$ cat src/rtl/bsss_pkg.sv
package bsss_pkg;

    localparam int COORD_BITS      = 16;
    localparam int PLANES_PER_AXIS = 16;
    localparam int NUM_AXES        = 3;
    localparam int NPLANES         = NUM_AXES * PLANES_PER_AXIS;
    localparam int IDX_BITS        = $clog2(NPLANES);
    localparam int AXIS_BITS       = 2;
    localparam int PLANE_BITS      = $clog2(PLANES_PER_AXIS);
    localparam int CNT_BITS        = 16;
    localparam int MAX_FACES       = 65535;
    localparam int EXT_BITS        = COORD_BITS;
    localparam int PROD_BITS       = 2 * EXT_BITS;
    localparam int SA_BITS         = PROD_BITS + 3;
    localparam int TERM_BITS       = SA_BITS + CNT_BITS;
    localparam int SCORE_BITS      = TERM_BITS + 1;
    localparam int LHS_BITS        = COORD_BITS + 1 + $clog2(PLANES_PER_AXIS + 2);
    localparam int DRAIN_LAST      = NPLANES + 3;
    localparam int DRAIN_BITS      = $clog2(DRAIN_LAST + 1);

    typedef logic signed [COORD_BITS-1:0] coord_t;
    typedef logic [CNT_BITS-1:0] count_t;
    typedef logic [IDX_BITS-1:0] plane_idx_t;

    localparam coord_t CMAX = {1'b0, {(COORD_BITS-1){1'b1}}};
    localparam coord_t CMIN = {1'b1, {(COORD_BITS-1){1'b0}}};
    localparam count_t COUNT_MAX = CNT_BITS'(MAX_FACES);

    typedef struct packed {
        coord_t x;
        coord_t y;
        coord_t z;
    } vec3_t;

    typedef struct packed {
        vec3_t lo;
        vec3_t hi;
    } box_t;

    typedef struct packed {
        count_t count;
        box_t   inner;
        box_t   outer;
    } cell_t;

    typedef struct packed {
        logic upd;
        logic eof;
        logic shift;
    } cell_ctrl_t;

    typedef struct packed {
        logic       found;
        plane_idx_t idx;
        count_t     count;
    } best_t;

    typedef enum logic [1:0] {
        ST_IDLE,
        ST_DRAIN,
        ST_FIN
    } state_t;

    localparam box_t BOX_RESET = '{lo: '{x: CMAX, y: CMAX, z: CMAX},
                                   hi: '{x: CMIN, y: CMIN, z: CMIN}};
    localparam cell_t CELL_RESET = '{count: '0, inner: BOX_RESET, outer: BOX_RESET};

endpackage

$ cat src/rtl/bsss_cell.sv
module bsss_cell (
    input  logic                 clk,
    input  logic                 rst_n,
    input  bsss_pkg::cell_ctrl_t ctrl,
    input  bsss_pkg::vec3_t      vertex,
    input  logic                 inner,
    input  bsss_pkg::cell_t      from_next,
    output bsss_pkg::cell_t      state
);

    bsss_pkg::cell_t cell_reg;
    bsss_pkg::cell_t cell_next;

    function automatic bsss_pkg::box_t grow(input bsss_pkg::box_t b, input bsss_pkg::vec3_t v);
        bsss_pkg::box_t r;
        r = b;
        if (v.x < b.lo.x) r.lo.x = v.x;
        if (v.y < b.lo.y) r.lo.y = v.y;
        if (v.z < b.lo.z) r.lo.z = v.z;
        if (v.x > b.hi.x) r.hi.x = v.x;
        if (v.y > b.hi.y) r.hi.y = v.y;
        if (v.z > b.hi.z) r.hi.z = v.z;
        return r;
    endfunction

    always_comb
    begin
        cell_next = cell_reg;
        if (ctrl.shift)
        begin
            cell_next = from_next;
        end
        else if (ctrl.upd)
        begin
            if (inner)
            begin
                cell_next.inner = grow(cell_reg.inner, vertex);
                if (ctrl.eof && cell_reg.count != bsss_pkg::COUNT_MAX)
                begin
                    cell_next.count = cell_reg.count + 1'b1;
                end
            end
            else
            begin
                cell_next.outer = grow(cell_reg.outer, vertex);
            end
        end
    end

    always_ff @(posedge clk or negedge rst_n)
    begin
        if (!rst_n)
        begin
            cell_reg <= bsss_pkg::CELL_RESET;
        end
        else
        begin
            cell_reg <= cell_next;
        end
    end

    assign state = cell_reg;

endmodule

$ cat config.mk
export PLATFORM = sky130hd
export DESIGN_NAME = bsss_cell
export DESIGN_NICKNAME = d
export VERILOG_FILES = /design/src/rtl/bsss_pkg.sv /design/src/rtl/bsss_cell.sv
export SDC_FILE = /design/constraint.sdc
export NUM_CORES = 1
export LEC_CHECK = 0
export ABC_AREA = 0
export ABC_CLOCK_PERIOD_IN_PS = 3600
export BUFFER_PORTS_ARGS = -buffer_cell sky130_fd_sc_hd__buf_4
export CORE_AREA = 2 2 180 182
export CTS_CLUSTER_DIAMETER = 60
export DETAILED_ROUTE_END_ITERATION = 8
export DIE_AREA = 0 0 182 184
export PLACE_DENSITY = 0.76
export RECOVER_POWER = 50
export SYNTH_ARGS = -nofsm -noshare
export SYNTH_HDL_FRONTEND = slang
export SYNTH_SLANG_ARGS = --single-unit
$ cat constraint.sdc
create_clock -name clk -period 3.6 [get_ports clk]
set_input_delay 0.18 -clock clk [delete_from_list [all_inputs] [get_ports clk]]
set_output_delay 0.18 -clock clk [all_outputs]
set_load 0.01 [all_outputs]
Word level (Yosys, flattened, before mapping)
Index checks and enable logic that the tools add are counted.
{ "word_totals": {"regBits": 208, "input_bits": 262, "elab_cells": 74} }
{ "classes": {"n_addsub": 1, "order_cmp": 12, "eq_ne": 2, "n_mux": 17, "n_reduce_logical": 29} }
{ "op_table": {"columns": ["cell", "count"], "rows": [
  ["$mux 208", 2],
  ["$mux 16", 13],
  ["$mux 112", 1],
  ["$gt 16x16->1", 6],
  ["$lt 16x16->1", 6],
  ["$mux 96", 1],
  ["$reduce_and 3->1", 13],
  ["$reduce_bool 2->1", 15],
  ["$add 16x1->16 const B", 1],
  ["$ne 16x16->1 const B", 1],
  ["$ne 2x2->1 const B", 1],
  ["$logic_and 1x1->1", 1]
]} }

Longest topological paths before layout
Gate-level depths: netlist (run 1).
{ "logic_depth": {"depth_word": 6, "ltp_mapped": 11, "depth_no_buf": 9} }

Worst setup path after synthesis (run 1)
No wires, ideal clock.
{ "synth_path": {"kind": "register to register", "start": "reg cell_reg, in the netlist state[181]", "end": "reg cell_reg, in the netlist state[191]", "arrival_time_ns": 2.603, "required_ns": 3.477, "setup_slack_ns": 0.874, "stages_incl_launch_ff": 11, "synth_period_minus_slack_ns": 2.726, "cell_sequence": "dfstp_2 -> inv_1 -> ha_1 -> a21o_1 -> a221oi_1 -> o21ai_1 -> and4_1 -> a211oi_2 -> mux2_2 -> buf_4 -> o221a_2"} }
{ "synth_between": {"elab_chain_cells": 3} }
{ "synth_lines": {"columns": ["element", "line_no", "text"], "rows": [
  ["start: declaration", "bsss_cell.sv:11", "bsss_pkg::cell_t cell_reg;"],
  ["start signal: assignment", "bsss_cell.sv:54", "cell_reg <= bsss_pkg::CELL_RESET;"],
  ["start signal: assignment", "bsss_cell.sv:58", "cell_reg <= cell_next;"],
  ["$lt 16x16->1", "bsss_cell.sv:17", "if (v.x < b.lo.x) r.lo.x = v.x;"],
  ["$reduce_bool 2->1 (no line)", null, null],
  ["$reduce_and 3->1 (no line)", null, null]
]} }
Every way passes these cells.
A chain may end at the register's enable or synchronous reset.

Worst setup path after layout (run 1)
{ "layout_path": {"start": "reg cell_reg, in the netlist state[181]", "end": "reg cell_reg, in the netlist state[176]"} }
Same word-level chain as after synthesis.

==> results of run 1 <==
-- synthesized netlist by cell type, drive strengths merged, types with 4 or more instances --
library cell    n  share of area (%)
a2111oi         8               0.53
a211oi          5               0.32
a21o           25                1.3
a21oi          83                2.9
a221o          68                4.6
a31oi           7               0.30
a32oi          16               0.95
and3            6               0.25
and4            7               0.42
buf            27                1.3
clkbuf         54                1.4
dfrtp         112                 19
dfstp          96                 17
ha            187                 16
inv           195                5.0
mux2           34                2.8
mux2i          20                1.4
nand2         135                3.4
nand2b         25                1.1
nand3          18               0.61
nand4          42                1.8
nor2           20               0.51
nor2b          54                2.3
nor3           66                2.3
nor3b           8               0.56
nor4            7               0.38
nor4b           6               0.48
o211ai          5               0.25
o21a            6               0.31
o21ai         110                3.7
o221a          16                1.2
o311ai         45                2.7
or3             4               0.17
or4             4               0.20
xnor2           4               0.24
xor2           11               0.65
-- cell families after synthesis --
| logic type | synth area share, % |
|---|---|
| AO/OA/AOI/OAI | 20.4 |
| AND/OR/NAND/NOR | 14.8 |
| adder cells (fa/ha/maj) | 15.9 |
| flip-flops | 36.1 |
| buffers and inverters | 7.59 |
| multiplexers | 4.29 |
| XOR/XNOR | 0.890 |
-- metrics by stage --
stage                     worst slack [ns]  std cells  hold WS (ns)
after floorplan                      0.874       1568        -0.116
after global placement               0.474       2383         0.377
after detailed placement             0.500       2383         0.389
after CTS                            0.117       2650       0.00112
after global routing               -0.0104       2650        0.0167
final                                0.143       2650        0.0267
-- power by group --
part | total [uW] | internal, uW | switching [uW] | leakage [uW]
Clock | 2960 | 1830 | 1130 | 0.000466
Combinational | 2880 | 1320 | 1560 | 0.00717
Sequential | 2990 | 2730 | 260 | 0.00235
Total | 8830 | 5880 | 2950 | 0.00999
-- routing by layer --
layer | wire, um | GRT usage (%)
met1 | 21500 | 39.7
met2 | 27300 | 57.3
met3 | 5250 | 6.70
met4 | 3900 | 19.9
met5 | 0 | 0
-- final timing paths --
path	start	end	slack, ns	depth (start not counted)
setup / recovery	state[181]$_DFFE_PN1P_	state[176]$_DFFE_PN1P_	0.14	10
hold / removal	vertex[42]	state[90]$_DFFE_PN1P_	0.03	3
setup reg to reg	state[181]$_DFFE_PN1P_	state[176]$_DFFE_PN1P_	0.14	10
hold reg to reg	state[90]$_DFFE_PN1P_	state[90]$_DFFE_PN1P_	0.49	2
max in group asynchronous	rst_n	state[155]$_DFFE_PN1P_	0.61	3
min in group asynchronous	rst_n	state[122]$_DFFE_PN0P_	1.10	2
-- worst max-delay path: cells and delay by family (launching register included) --
family,cells,cell delay (ns)
fa+ha+maj,1,0.28
buf+inv,2,0.61
simple gates,1,0.20
compound gates,5,1.21
flops,1,0.55
mux,1,0.53
-- cell type report --
class	instances	area (um2)
Inverter	195	732
Tap cell	402	503
Sequential cell	208	5330
Clock buffer	40	797
Clock inverter	12	175
Multi-Input combinational cell	1084	8350
Timing Repair Buffer	709	5420
Fill cell	2403	10100
-- repair_timing --
action	CTS	global route
setup buffers	0	0
resized for setup	0	3
hold buffers	215	0
endpoints found under the hold margin	246	0
endpoints found under the setup margin	0	7
==> results.toml, run 1 <==
[run_status]
outcome = "complete, but fails checks"
violations = "max-capacitance violations, max-slew violations"

[worst_setup_path]
cp_slowest_cell = "dlygate4sd3_1"
crit_type = "reg -> reg"
critical_path.max_fanout = 16
critical_path.max_stage_delay_ns = 0.57
end_kind = "register"
worstPathArrival_ns = 3.93
startpoint_type = "register"
crit_required_ns = 4.07
crit_chain = "inv_1 -> ha_1 -> a21o_1 -> a221oi_1 -> o21ai_1 -> and4_1 -> a211oi_2 -> mux2_2 -> o221a_2 -> dlygate4sd3_1"

[finish]
diodes = 0
largest_register_ffs = 208
mostFrequentLayoutCell = "buf_4"
layout-drive-gt1-share_pct = 24.2
final_nets = 2675
syn_to_final_growth_pct = 44.4
finish.utilization_pct = 67.9
fin_area_um2 = 21300
final_cell_mix = "buf_4, dlygate4sd3_1, inv_1, ha_1, nand2_1"

[timing]
finalCritPeriodShare_pct = 96.0
fmax_mhz = 289
setup_viol = 0
fin_setup_tns_ns = 0
slew_violations = 110
relSlewSlack_pct = -99.9
tightestPinTransition_ns = 3.00
fin_crit_ns = 3.46
fin_skew_ns = 0.0191
finalHoldViolCount = 0

[die]
initial_core_util_pct = 47.0
die_w_um = 182
die_area_um2 = 33500
io_pins = 470
fp-row-count = 65
dieHeight_um = 184
core_um2 = 31400

[placement]
hpwlAfterDp_mm = 41.0
place_congestion = 0.956
post_dp_cell_area_um2 = 18600
port_buffers = 469

[global_route]
grt_pass1_vias = 16300
grt_max_degree = 111
grt_pass1_wl_mm = 89.4
grt_overflow = 0
antenna_found_initial = 0
grt_use_total_pct = 33.7

[synth]
netlist_instances = 1568
ys_types = 68
netlist_area_um2 = 14800
synth_edf_count = 0
synth_warnings = 0
synthArstFlopShare_pct = 100
syn_nets = 2017
synth.avg_cell_area_um2 = 9.41
synthFlopType = "dfrtp_1"
ys_seq_elements = 208
synth_seq_area_share_pct = 36.1

[clock_tree]
clk_pin_slew_worst_paths_ns = 0.06
clock_path_buffers = 3
h-tree-depth = 1
cts_root_buffer = "clkbuf_16"
cts_tree = "yes"
cts.sink_count = 208
clk_latency_ns = 0.55
cts_buffers = 28

[drt]
drc = 0
postRouteAntennaNets = 0
wl_mm = 58.0
drt-initial-drc-count = 1122
wl_per_cell_um = 21.9
drt-vias-per-instance = 6.01
first_pass_iters = 7
vias = 15900

[power_and_ir_drop]
power.total_uw = 8830
p_leak_uw = 0.00999
power.density_nw_per_um2 = 414
ir_worst_vdd_mv = 0.316

[worst_hold_path]
holdCritPathClass = "in -> reg"

[run]
cap_violations = 1
No activity file was read; power rests on OpenSTA's default activity.
==> inputs of run 2 (changes only) <==
--- a/config.mk
+++ b/config.mk
@@ -6,7 +6,7 @@
 export NUM_CORES = 1
 export LEC_CHECK = 0
 export ABC_AREA = 0
-export ABC_CLOCK_PERIOD_IN_PS = 3600
+export ABC_CLOCK_PERIOD_IN_PS = 4300
 export BUFFER_PORTS_ARGS = -buffer_cell sky130_fd_sc_hd__buf_4
 export CORE_AREA = 2 2 180 182
 export CTS_CLUSTER_DIAMETER = 60
==> constraint.sdc (replaced) <==
create_clock -name clk -period 4.3 [get_ports clk]
set_input_delay 0.215 -clock clk [delete_from_list [all_inputs] [get_ports clk]]
set_output_delay 0.215 -clock clk [all_outputs]
set_load 0.01 [all_outputs]
==> results.toml, run 2 (synthesis results as in run 1) <==
[worst_hold_path]
holdCritPathClass = "in -> reg"

[worst_setup_path]
crit_start = "state[146]$_DFFE_PN1P_"
worstPathArrival_ns = 3.86
regToRegSetupSlack_ns = 0.86
worstReg2RegEnd = "state[148]$_DFFE_PN1P_"
end_kind = "register"
worstSetupEndpoint = "state[148]$_DFFE_PN1P_"
crit_required_ns = 4.72
crit_type = "reg -> reg"
r2r_cells = 9
critical_path.max_fanout = 17
reg2reg_from = "state[146]$_DFFE_PN1P_"
startpoint_type = "register"

[die]
io_pins = 470
die_w_um = 182
core_um2 = 31400
fp-row-count = 65
die_area_um2 = 33500
initial_core_util_pct = 47.0
dieHeight_um = 184

[global_route]
grt_overflow = 0
grt_use_total_pct = 33.7
grt_max_degree = 151
grt_pass1_wl_mm = 88.9
antenna_found_initial = 1
grt_pass1_vias = 16000

[timing]
finalHoldViolCount = 0
finalCritPeriodShare_pct = 80.0
fin_skew_ns = 0.0122
slew_violations = 111
setup_viol = 0
fmax_mhz = 291
rsz0062_at_grt = "false"
layout_setup_ws_ns = 0.860
fin_crit_ns = 3.44
fin_setup_tns_ns = 0
tightestPinTransition_ns = 2.24
relSlewSlack_pct = -49.7
holdWs_ns = 0.0240

[finish]
final_cell_mix = "buf_4, inv_1, dlygate4sd3_1, ha_1, clkbuf_1"
layout-drive-gt1-share_pct = 23.4
mostFrequentLayoutCell = "buf_4"
regArea_um2 = 5330
fillers = 2480
multiInputGateArea_um2 = 8340
syn_to_final_growth_pct = 41.7
final_nets = 2646
largest_register_ffs = 208
fin_area_um2 = 20900

[clock_tree]
clock_path_buffers = 3
h-tree-depth = 1
clk_latency_ns = 0.54
cts.sink_count = 208
cts_tree = "yes"
clk_pin_slew_worst_paths_ns = 0.06
cts_root_buffer = "clkbuf_16"
cts.repair.resized = 0
cts_buffers = 29

[power_and_ir_drop]
power.density_nw_per_um2 = 341
p_leak_uw = 0.00979
power.total_uw = 7120
ir_worst_vdd_mv = 0.348

[placement]
port_buffers = 469
post_dp_cell_area_um2 = 18600
place_congestion = 0.925
hpwlAfterDp_mm = 41.5
pre_cts_slack_ns = 0.994

[drt]
drc = 0
vias = 15800
drt-initial-drc-count = 1124
wl_per_cell_um = 22.2
first_pass_iters = 5
drt-vias-per-instance = 6.02
wl_mm = 58.3
postRouteAntennaNets = 0

[run_status]
violations = "max-capacitance violations, max-slew violations"
outcome = "complete, but fails checks"

[run]
cap_violations = 2
==> run 2: cell types whose count changed in the layout (fill, tap and decap cells not counted), moves of 2 or more <==
cell           delta
clkinv_4          +3
dfstp_2           -4
dfstp_1           +4
clkbuf_1         +11
dlygate4sd3_1    -21
bufinv_16         -4
mux2i_1           +2
buf_4            -17
clkinv_2          -2
==> run 2: final cells by class <==
type,count,share of cell area [%]
Antenna cell,1,0.0120
Multi-Input combinational cell,1084,39.9
Sequential cell,208,25.5
Clock buffer,43,3.91
Tap cell,402,2.41
Clock inverter,9,0.341
Inverter,195,3.50
Timing Repair Buffer,679,24.5
==> run 2: report_power, final <==
group | internal [uW] | switching [uW]
combinational | 1070 | 1290
sequential | 2280 | 216
clock | 1320 | 944
total | 4670 | 2450
==> run 2: how the worst min path moves through the flow <==
stage                               from                     end  slack (ns)  depth (start not counted)
after detailed placement           rst_n  state[121]$_DFFE_PN0P_        0.31                          1
after floorplan                    rst_n    state[0]$_DFFE_PN0P_       -0.08                          0
after global routing      from_next[180]  state[180]$_DFFE_PN1P_        0.02                          3
final                     from_next[190]  state[190]$_DFFE_PN1P_        0.02                          3
after CTS                 from_next[190]  state[190]$_DFFE_PN1P_       0.006                          3
after global placement             rst_n  state[121]$_DFFE_PN0P_        0.31                          1
==> run 2: timing repair <==
item / 4_1_cts / 5_1_grt
endpoints found under the hold margin: 229 / 0
buffers inserted: 0 / 0
hold buffers: 194 / 0
==> run 2: layer usage <==
| metal | global-route usage (%) | wire [um] |
|---|---|---|
| met5 | 0 | 0 |
| met4 | 21.1 | 4240 |
| met3 | 6.91 | 5000 |
| met2 | 56.1 | 27300 |
| met1 | 39.9 | 21800 |
==> run 2: through the flow <==
step	std cells	utilization [%]
after detailed placement	2374	59.2
after floorplan	1568	-
after global routing	2621	66.6
after global placement	2374	59.2
final	2621	66.6
after CTS	2620	68.2
==> run 2: worst max-delay path: stages (launching register included) <==
cell and delay, ns:
dfstp_1 0.53, inv_1 0.06, ha_1 0.28, a211o_1 0.29
a31oi_1 0.26, o311a_1 0.25, nor3_1 0.09, o31a_1 0.49
or2_1 0.61, o311ai_0 0.45
